**src/hw/rtl/fdm_pkg.sv**
```systemverilog
// shared constants, types and the exp2 factor table for the mobility unit
package fdm_pkg;

    localparam int FIELD_W   = 20;
    localparam int MOB_W     = 20;
    localparam int TIME_W    = 24;
    localparam int RECIP_W   = 32;
    localparam int BETA_W    = 20;
    localparam int THICK_W   = 16;
    localparam int FRAC_W    = 24;
    localparam int MANT_W    = 32;
    localparam int APB_AW    = 5;
    localparam int APB_DW    = 32;

    localparam logic [MOB_W-1:0]   MOB_MAX  = '1;
    localparam logic [TIME_W-1:0]  TIME_MAX = '1;
    localparam int                 UM_TO_NS_SCALE = 100000;

    localparam logic [MOB_W-1:0]   RST_LOW_FIELD_MOB = 20'd391680;
    localparam logic [RECIP_W-1:0] RST_CRIT_RECIP    = 32'd612250;
    localparam logic [BETA_W-1:0]  RST_BETA          = 20'd72745;
    localparam logic [BETA_W-1:0]  RST_BETA_RECIP    = 20'd59040;
    localparam logic [THICK_W-1:0] RST_THICKNESS     = 16'd500;

    // register index, byte address is 4 * index
    typedef enum logic [2:0] {
        REG_LOW_FIELD_MOB = 3'd0,
        REG_CRIT_RECIP    = 3'd1,
        REG_BETA          = 3'd2,
        REG_BETA_RECIP    = 3'd3,
        REG_THICKNESS     = 3'd4
    } reg_idx_t;

    // range class of the exponent beta * log2(E/Ec)
    typedef enum logic [1:0] {
        CLS_MID   = 2'd0,
        CLS_BIG   = 2'd1,
        CLS_SMALL = 2'd2
    } exp_cls_t;

    typedef logic [FRAC_W:0][MANT_W-1:0] rom_t;

    function automatic logic [63:0] isqrt64(input logic [63:0] x);
        logic [63:0] xr;
        logic [63:0] res;
        logic [63:0] bitv;
        xr   = x;
        res  = '0;
        bitv = 64'd1 << 62;
        for (int i = 0; i < 32; i++) begin
            if (bitv > xr) begin
                bitv = bitv >> 2;
            end
        end
        for (int i = 0; i < 32; i++) begin
            if (bitv != 64'd0) begin
                if (xr >= res + bitv) begin
                    xr  = xr - (res + bitv);
                    res = (res >> 1) + bitv;
                end else begin
                    res = res >> 1;
                end
                bitv = bitv >> 2;
            end
        end
        return res;
    endfunction

    // entry k is 2^(2^-k) in Q1.30, each the square root of the one before
    function automatic rom_t build_rom();
        rom_t r;
        r[0] = 32'h8000_0000;
        for (int k = 1; k <= FRAC_W; k++) begin
            r[k] = MANT_W'(isqrt64({32'd0, r[k-1]} << 30));
        end
        return r;
    endfunction

    localparam rom_t EXP2_ROM = build_rom();

endpackage

```
**src/hw/rtl/fdm_div.sv**
```systemverilog
// pipelined restoring divider, one quotient bit per stage
module fdm_div #(
    parameter int SIDE_W = 1
) (
    input  logic                        aclk,
    input  logic                        aresetn,
    input  logic                        en,
    input  logic                        in_vld,
    input  logic [49:0]                 in_num,
    input  logic [39:0]                 in_den,
    input  logic [SIDE_W-1:0]           in_side,
    output logic                        out_vld,
    output logic [fdm_pkg::TIME_W-1:0]  out_q,
    output logic [SIDE_W-1:0]           out_side
);
    import fdm_pkg::*;

    logic [TIME_W:0]      vld_reg;
    logic [SIDE_W-1:0]    side_reg [0:TIME_W];
    logic [49:0]          rem_reg  [0:TIME_W];
    logic [39:0]          den_reg  [0:TIME_W];
    logic [TIME_W-1:0]    q_reg    [0:TIME_W];

    assign vld_reg[0]  = in_vld;
    assign side_reg[0] = in_side;
    assign rem_reg[0]  = in_num;
    assign den_reg[0]  = in_den;
    assign q_reg[0]    = '0;

    always_ff @(posedge aclk) begin
        if (!aresetn) begin
            vld_reg[TIME_W:1] <= '0;
        end else if (en) begin
            vld_reg[TIME_W:1] <= vld_reg[TIME_W-1:0];
        end
    end

    for (genvar j = 0; j < TIME_W; j++) begin : g_bit
        localparam int B = TIME_W - 1 - j;
        logic [63:0]       trial;
        logic [63:0]       rem_w;
        logic              take;
        logic [49:0]       rem_next;
        logic [TIME_W-1:0] q_next;

        assign trial = {24'd0, den_reg[j]} << B;
        assign rem_w = {14'd0, rem_reg[j]};
        assign take  = rem_w >= trial;

        always_comb begin
            rem_next = rem_reg[j];
            q_next   = q_reg[j];
            if (take) begin
                rem_next  = 50'(rem_w - trial);
                q_next[B] = 1'b1;
            end
        end

        always_ff @(posedge aclk) begin
            if (en) begin
                rem_reg[j+1]  <= rem_next;
                q_reg[j+1]    <= q_next;
                den_reg[j+1]  <= den_reg[j];
                side_reg[j+1] <= side_reg[j];
            end
        end
    end

    assign out_vld  = vld_reg[TIME_W];
    assign out_q    = q_reg[TIME_W];
    assign out_side = side_reg[TIME_W];

endmodule
```
**config.mk**
```make
export PLATFORM = sky130hd
export DESIGN_NAME = fdm_div
export DESIGN_NICKNAME = d
export VERILOG_FILES = /design/src/hw/rtl/fdm_pkg.sv /design/src/hw/rtl/fdm_div.sv
export SDC_FILE = /design/constraint.sdc
export NUM_CORES = 2
export LEC_CHECK = 0
export ABC_AREA = 0
export BUFFER_PORTS_ARGS = -buffer_cell sky130_fd_sc_hd__buf_4
export CAP_MARGIN = 30
export CORE_ASPECT_RATIO = 0.9
export CORE_MARGIN = 2
export CORE_UTILIZATION = 40
export CTS_BUF_LIST = sky130_fd_sc_hd__clkbuf_8
export DETAILED_ROUTE_END_ITERATION = 12
export HOLD_SLACK_MARGIN = 0.03
export PLACE_DENSITY_LB_ADDON = 0.05
export SYNTH_ARGS = -nofsm -noshare
export SYNTH_HDL_FRONTEND = slang
export SYNTH_SLANG_ARGS = --single-unit
```
**constraint.sdc**
```tcl
create_clock -name aclk -period 11.31 [get_ports aclk]
set_input_delay 1.131 -clock aclk [delete_from_list [all_inputs] [get_ports aclk]]
set_output_delay 1.131 -clock aclk [all_outputs]
set_load 0.005 [all_outputs]
```
Word level (Yosys, flattened, before mapping)
Cells that the tools add are included.
{"block": "totals", "input_bits": 95, "word_cells": 189, "ff_bits": 2418, "output_inout_bits": 26}
{"block": "classes", "add_sub_neg": 23, "n_lt_le_gt_ge": 24, "muxes": 24}
{"op": "two-way mux 50 bit", "n": 23}
{"op": "subtractor 50 bit", "n": 14}
{"op": "greater-or-equal comparator 50 x 63 -> 1 bit", "n": 1}
{"op": "greater-or-equal comparator 50 x 62 -> 1 bit", "n": 1}
{"op": "greater-or-equal comparator 50 x 61 -> 1 bit", "n": 1}
{"op": "greater-or-equal comparator 50 x 60 -> 1 bit", "n": 1}
{"op": "greater-or-equal comparator 50 x 59 -> 1 bit", "n": 1}
{"op": "greater-or-equal comparator 50 x 58 -> 1 bit", "n": 1}
{"op": "greater-or-equal comparator 50 x 57 -> 1 bit", "n": 1}
{"op": "greater-or-equal comparator 50 x 56 -> 1 bit", "n": 1}
{"op": "greater-or-equal comparator 50 x 55 -> 1 bit", "n": 1}
{"op": "greater-or-equal comparator 50 x 54 -> 1 bit", "n": 1}
{"op": "greater-or-equal comparator 50 x 53 -> 1 bit", "n": 1}
{"op": "greater-or-equal comparator 50 x 52 -> 1 bit", "n": 1}
{"op": "greater-or-equal comparator 50 x 51 -> 1 bit", "n": 1}
{"op": "greater-or-equal comparator 50 x 40 -> 1 bit", "n": 1}
{"op": "greater-or-equal comparator 50 x 41 -> 1 bit", "n": 1}
{"op": "greater-or-equal comparator 50 x 42 -> 1 bit", "n": 1}
{"op": "greater-or-equal comparator 50 x 43 -> 1 bit", "n": 1}
{"op": "greater-or-equal comparator 50 x 44 -> 1 bit", "n": 1}
{"op": "greater-or-equal comparator 50 x 45 -> 1 bit", "n": 1}
{"op": "greater-or-equal comparator 50 x 46 -> 1 bit", "n": 1}
{"op": "greater-or-equal comparator 50 x 47 -> 1 bit", "n": 1}
{"op": "greater-or-equal comparator 50 x 48 -> 1 bit", "n": 1}
{"op": "other kinds (12)", "n": 12}

Longest topological paths before layout
{"block": "logic_depth", "ltp_word": 2, "ltp_mapped": 16, "ltp_nobuf": 14}

Worst setup path after synthesis
Ideal clock, no wire load.
{"block": "synth_timing", "kind": "input to register", "start": "in in_num[23]", "end": "reg rem_reg, in the netlist g_bit[1].rem_w[42], data pin", "required_time_ns": 11.050, "stages": 14, "setup_time_ns": 0.260, "path_buffers": 1, "arrival_ns": 4.046, "path_slack_ns": 7.004, "path_cell_list": "inv_1 > ha_1 > fa_1 > nor2b_1 > o21a_1 > o21ai_0 > a21oi_1 > o221ai_1 > a211oi_1 > nand4_1 > a311oi_1 > o21ai_2 > buf_2 > mux2_2"}
{"block": "synth_via", "elab_chain_len": 2, "word_cells_on_any_way": 3, "cone_classes": "add/sub: 1; order compare: 1; mux: 1"}
{"item": "start: declaration", "line_no": "fdm_div.sv:9", "rtl": "input logic [49:0] in_num,"}
{"item": "greater-or-equal comparator 50 x 63 -> 1 bit or subtractor 50 bit (tied branches)", "line_no": "fdm_div.sv:48, fdm_div.sv:54"}
{"item": "two-way mux 50 bit *", "line_no": "fdm_div.sv:53", "rtl": "if (take) begin"}
{"item": "net g_bit[0].rem_next[42]", "line_no": "fdm_div.sv:43", "rtl": "logic [49:0] rem_next;"}
{"item": "end signal: indexed assignment", "line_no": "fdm_div.sv:61", "rtl": "rem_reg[j+1] <= rem_next;"}
{"item": "end: declaration", "line_no": "fdm_div.sv:20", "rtl": "logic [49:0] rem_reg [0:TIME_W];"}
Mark *: on every way through the listed nets, which the timed path passes. The rest lies on a longest branch.
A chain may end at the register's enable or synchronous reset.

Worst setup path in the final report
{"block": "layout_timing", "start": "reg rem_reg, in the netlist g_bit[20].rem_w[3]", "end": "reg rem_reg, in the netlist g_bit[21].rem_w[43], data pin"}
{"block": "layout_via", "elab_chain_len": 2, "word_cells_on_any_way": 3, "cone_classes": "add/sub: 1; order compare: 1; mux: 1"}
{"item": "subtractor 50 x 43 -> 50 bit or greater-or-equal comparator 50 x 43 -> 1 bit (tied branches)", "line_no": "fdm_div.sv:54, fdm_div.sv:48"}
{"item": "two-way mux 50 bit *", "line_no": "fdm_div.sv:53"}
{"item": "net g_bit[20].rem_next[43]", "line_no": "fdm_div.sv:43"}
Marks and branches as above.

==> impl_results.md <==
- Worst Setup SP: g_bit[20].rem_w[3]$_DFFE_PP_
- Initial antenna violation count: 16
- Clock Latency Late Sink: approximately 1.1 ns
- Worst reg2reg endpoint: g_bit[21].rem_w[43]$_DFFE_PP_
- Gpl congestion: 0.9122
- Worst min path class: primary input to flip-flop
- PwrDens: around 210 nW/µm²
- Die width: between 600 and 700 µm
- Fin Setup TNS: 0 ns
- Post-DP HPWL: 274.1 mm
- Headroom to the max-slew limit: 19.85%
- DRC: 0
- Crit path launch type: flip-flop
- Worst Max-Slew Pin Slew: about 1.2 ns
- H-tree Lvls: 5
- Cell taking the most area after synthesis: edfxtp_1
- Drt wl/cell: 21.90 µm
- Routed Antenna Nets: 0
- DR vias: 89.18k
- Via density: 5.416
- Fmax: roughly 0.2 GHz
- Ys async rst share: 0%
- Number of cells on the worst hold path: 1
- Post-route clock period utilization: 44.00%
- Count leader, synth: edfxtp_1
- Post-synth top cells: edfxtp_1 (2394), inv_1 (1097), a21oi_1 (898)
- Multi-input gate area: 54070 µm²
- VDD IR-drop max: 89.58 µV
- GRT overflow: 0
- RSZ-0062 raised after global routing: no
- Overall Power: 0.03005 W
- Total area of sequential cells: roughly 72000 µm²
- Status: finished, final reports clean
- Clock buffer count from CTS: 416
- Die area: 333500 µm²
- Layout area overhead: 10.63%
- Slew Viols, Final: 0
- Clk buf depth: 4
- Total track usage: between 20% and 30%
- DR pass1 iterations: 5
- DRT iter0 DRCs: 7662
- First-pass GRT wire length: between 500 and 600 mm
- Source of the worst hold timing path: in_den[10]
- CP required: around 12 ns
- Layout cells sized above 1: a little under a tenth
- # clock sinks: 2418
- Final setup skew: 0.06182 ns
- Yosys top cell area share: between 50% and 60%
- Launching point of the worst reg2reg path: g_bit[20].rem_w[3]$_DFFE_PP_
- Final Hold Vio Count: 0
- Final wirelength: 360.6 mm
- CP endpoint kind: flip-flop
- Post-Synthesis Cell Area: 131500 µm²
- Reg clk slew, reported paths: 0.06 ns
- FF-to-FF path depth: 13
- Layout Nets: 12.78k
- Post-cts gate resize count: 0
- Max-cap viol count: 0
- Final min period: between 4 and 5 ns
- Clock root buffer: clkbuf_8
- CTS tree: yes
- Worst Hold End: den_reg[930]$_DFFE_PP_
- Yosys cell types: 98
- Leakage Power: 58.26 nW
- Largest net degree at the start of global routing: 168
- Max reg flops: 1150
- Vias in the first global route: 86.84k
- Primary FF master, synth: edfxtp_1
- Syn_area_per_cell: 11.45 µm²
- Post-CTS setup buffers: 0
- Yosys warning total: 0
- Final setup fails: 0
- Die Y: between 500 and 600 µm
- Synth Register Bits: 2418
- Site row count: 199
- Syn nets: 12.48k
- Crit Path Class: flip-flop to flip-flop
- EDFF count, synth: 2394
- Critical path peak fanout: 4
- Gate Count Post-Synth: 11.49k
- Port buffer count: 120
- Worst EP arrival: a little under 6 ns
- I/O pins: around 120
- FF-to-FF setup slack: roughly 6.3 ns
- Fill cells: 30.42k
- CTS Hold Bufs: 0
- Utilization after layout: 44.51%
- Seq/Total Area, Yosys: 55.02%
- Initial Utilization: 40.24%
- Core Region: 326900 µm²
- Synth top area cells: edfxtp_1 (55%), ha_1 (8.3%), a21oi_1 (3.4%)
==> power breakdown <==
part	internal [W]	total, W	switching (W)
clock	0.00402	0.00777	0.00374
combinational	0.00384	0.00967	0.00583
sequential	0.0116	0.0126	0.00100
total	0.0195	0.0300	0.0106
==> kinds of logic (layout without fill, tap and decap cells) <==
group,Yosys count,count (layout),share of synthesized area (%)
AND/OR/NAND/NOR,2644,2644,9.713
AO/OA/AOI/OAI,3026,3026,14.45
multiplexers,367,367,3.144
flip-flops,2418,2418,55.02
buffers and inverters,1389,2038,4.046
XOR/XNOR,753,753,5.014
other,0,7,0
adder cells (fa/ha/maj),892,892,8.616
==> per-stage QoR <==
stage	instances	hold WS (ns)	setup slack, ns	instance area (µm²)
after global placement	15690	0.4001	6.136	137400
after detailed placement	15700	0.4045	6.139	137500
after floorplan	11490	0.4003	7.004	131500
after CTS	16460	0.06775	6.384	145500
after global routing	16460	0.1276	5.930	145500
final	16470	0.2266	6.334	145500
==> layer usage <==
metal | GRT usage, % | vias to the layer above | part of all wire, %
li1 | - | 43320 | -
met1 | 30.96 | 43170 | 48
met2 | 33.03 | 2182 | 45
met3 | 2.554 | 504 | 4.8
met4 | 5.183 | 6 | 2.3
met5 | 0 | - | 0.011
==> final cells by class <==
type / instances / area share, %
Sequential cell: 2418 / 49.73
Multi-Input combinational cell: 7682 / 37.16
Clock buffer: 428 / 4.048
Tap cell: 4321 / 3.715
Inverter: 1098 / 2.832
Clock inverter: 333 / 1.423
Timing Repair Buffer: 179 / 1.083
Antenna cell: 7 / 0.01204
==> worst max path at each step <==
stage	end	slack (ns)
after floorplan	g_bit[1].rem_w[42]$_DFFE_PP_	7.00
after global placement	g_bit[1].rem_w[25]$_DFFE_PP_	6.14
after detailed placement	g_bit[1].rem_w[25]$_DFFE_PP_	6.14
after CTS	g_bit[13].rem_w[12]$_DFFE_PP_	6.38
after global routing	g_bit[20].rem_w[45]$_DFFE_PP_	5.93
final	g_bit[21].rem_w[43]$_DFFE_PP_	6.33
==> critical path: stages, from the launching register on <==
cell and delay [ns]:
edfxtp_1 0.38, inv_1 0.07, ha_1 0.15, inv_1 0.05, fa_1 0.42, a211oi_1 0.33
o21ai_0 0.19, a21oi_1 0.36, a311oi_1 0.36, a2111oi_0 0.89, o32ai_1 0.35, o311ai_0 0.80
nor3b_1 0.30, xor2_1 0.09
==> layout by cell type, fill, tap and decap left out, types with 119 or more instances in the layout <==
| cell | netlist | layout |
|---|---|---|
| a21o_1 | 433 | 433 |
| a21oi_1 | 898 | 891 |
| buf_4 | 3 | 158 |
| clkbuf_8 | 0 | 428 |
| edfxtp_1 | 2394 | 2394 |
| ha_1 | 869 | 869 |
| inv_1 | 1097 | 1221 |
| mux2_2 | 301 | 301 |
| nand2_1 | 872 | 872 |
| nand3_1 | 166 | 166 |
| nand4_1 | 173 | 173 |
| nor2_1 | 572 | 571 |
| nor2b_1 | 123 | 123 |
| nor3_1 | 167 | 167 |
| o21a_1 | 119 | 119 |
| o21ai_0 | 762 | 760 |
| xnor2_1 | 444 | 444 |
| xor2_1 | 309 | 309 |
(Power assumes the default switching activity.)
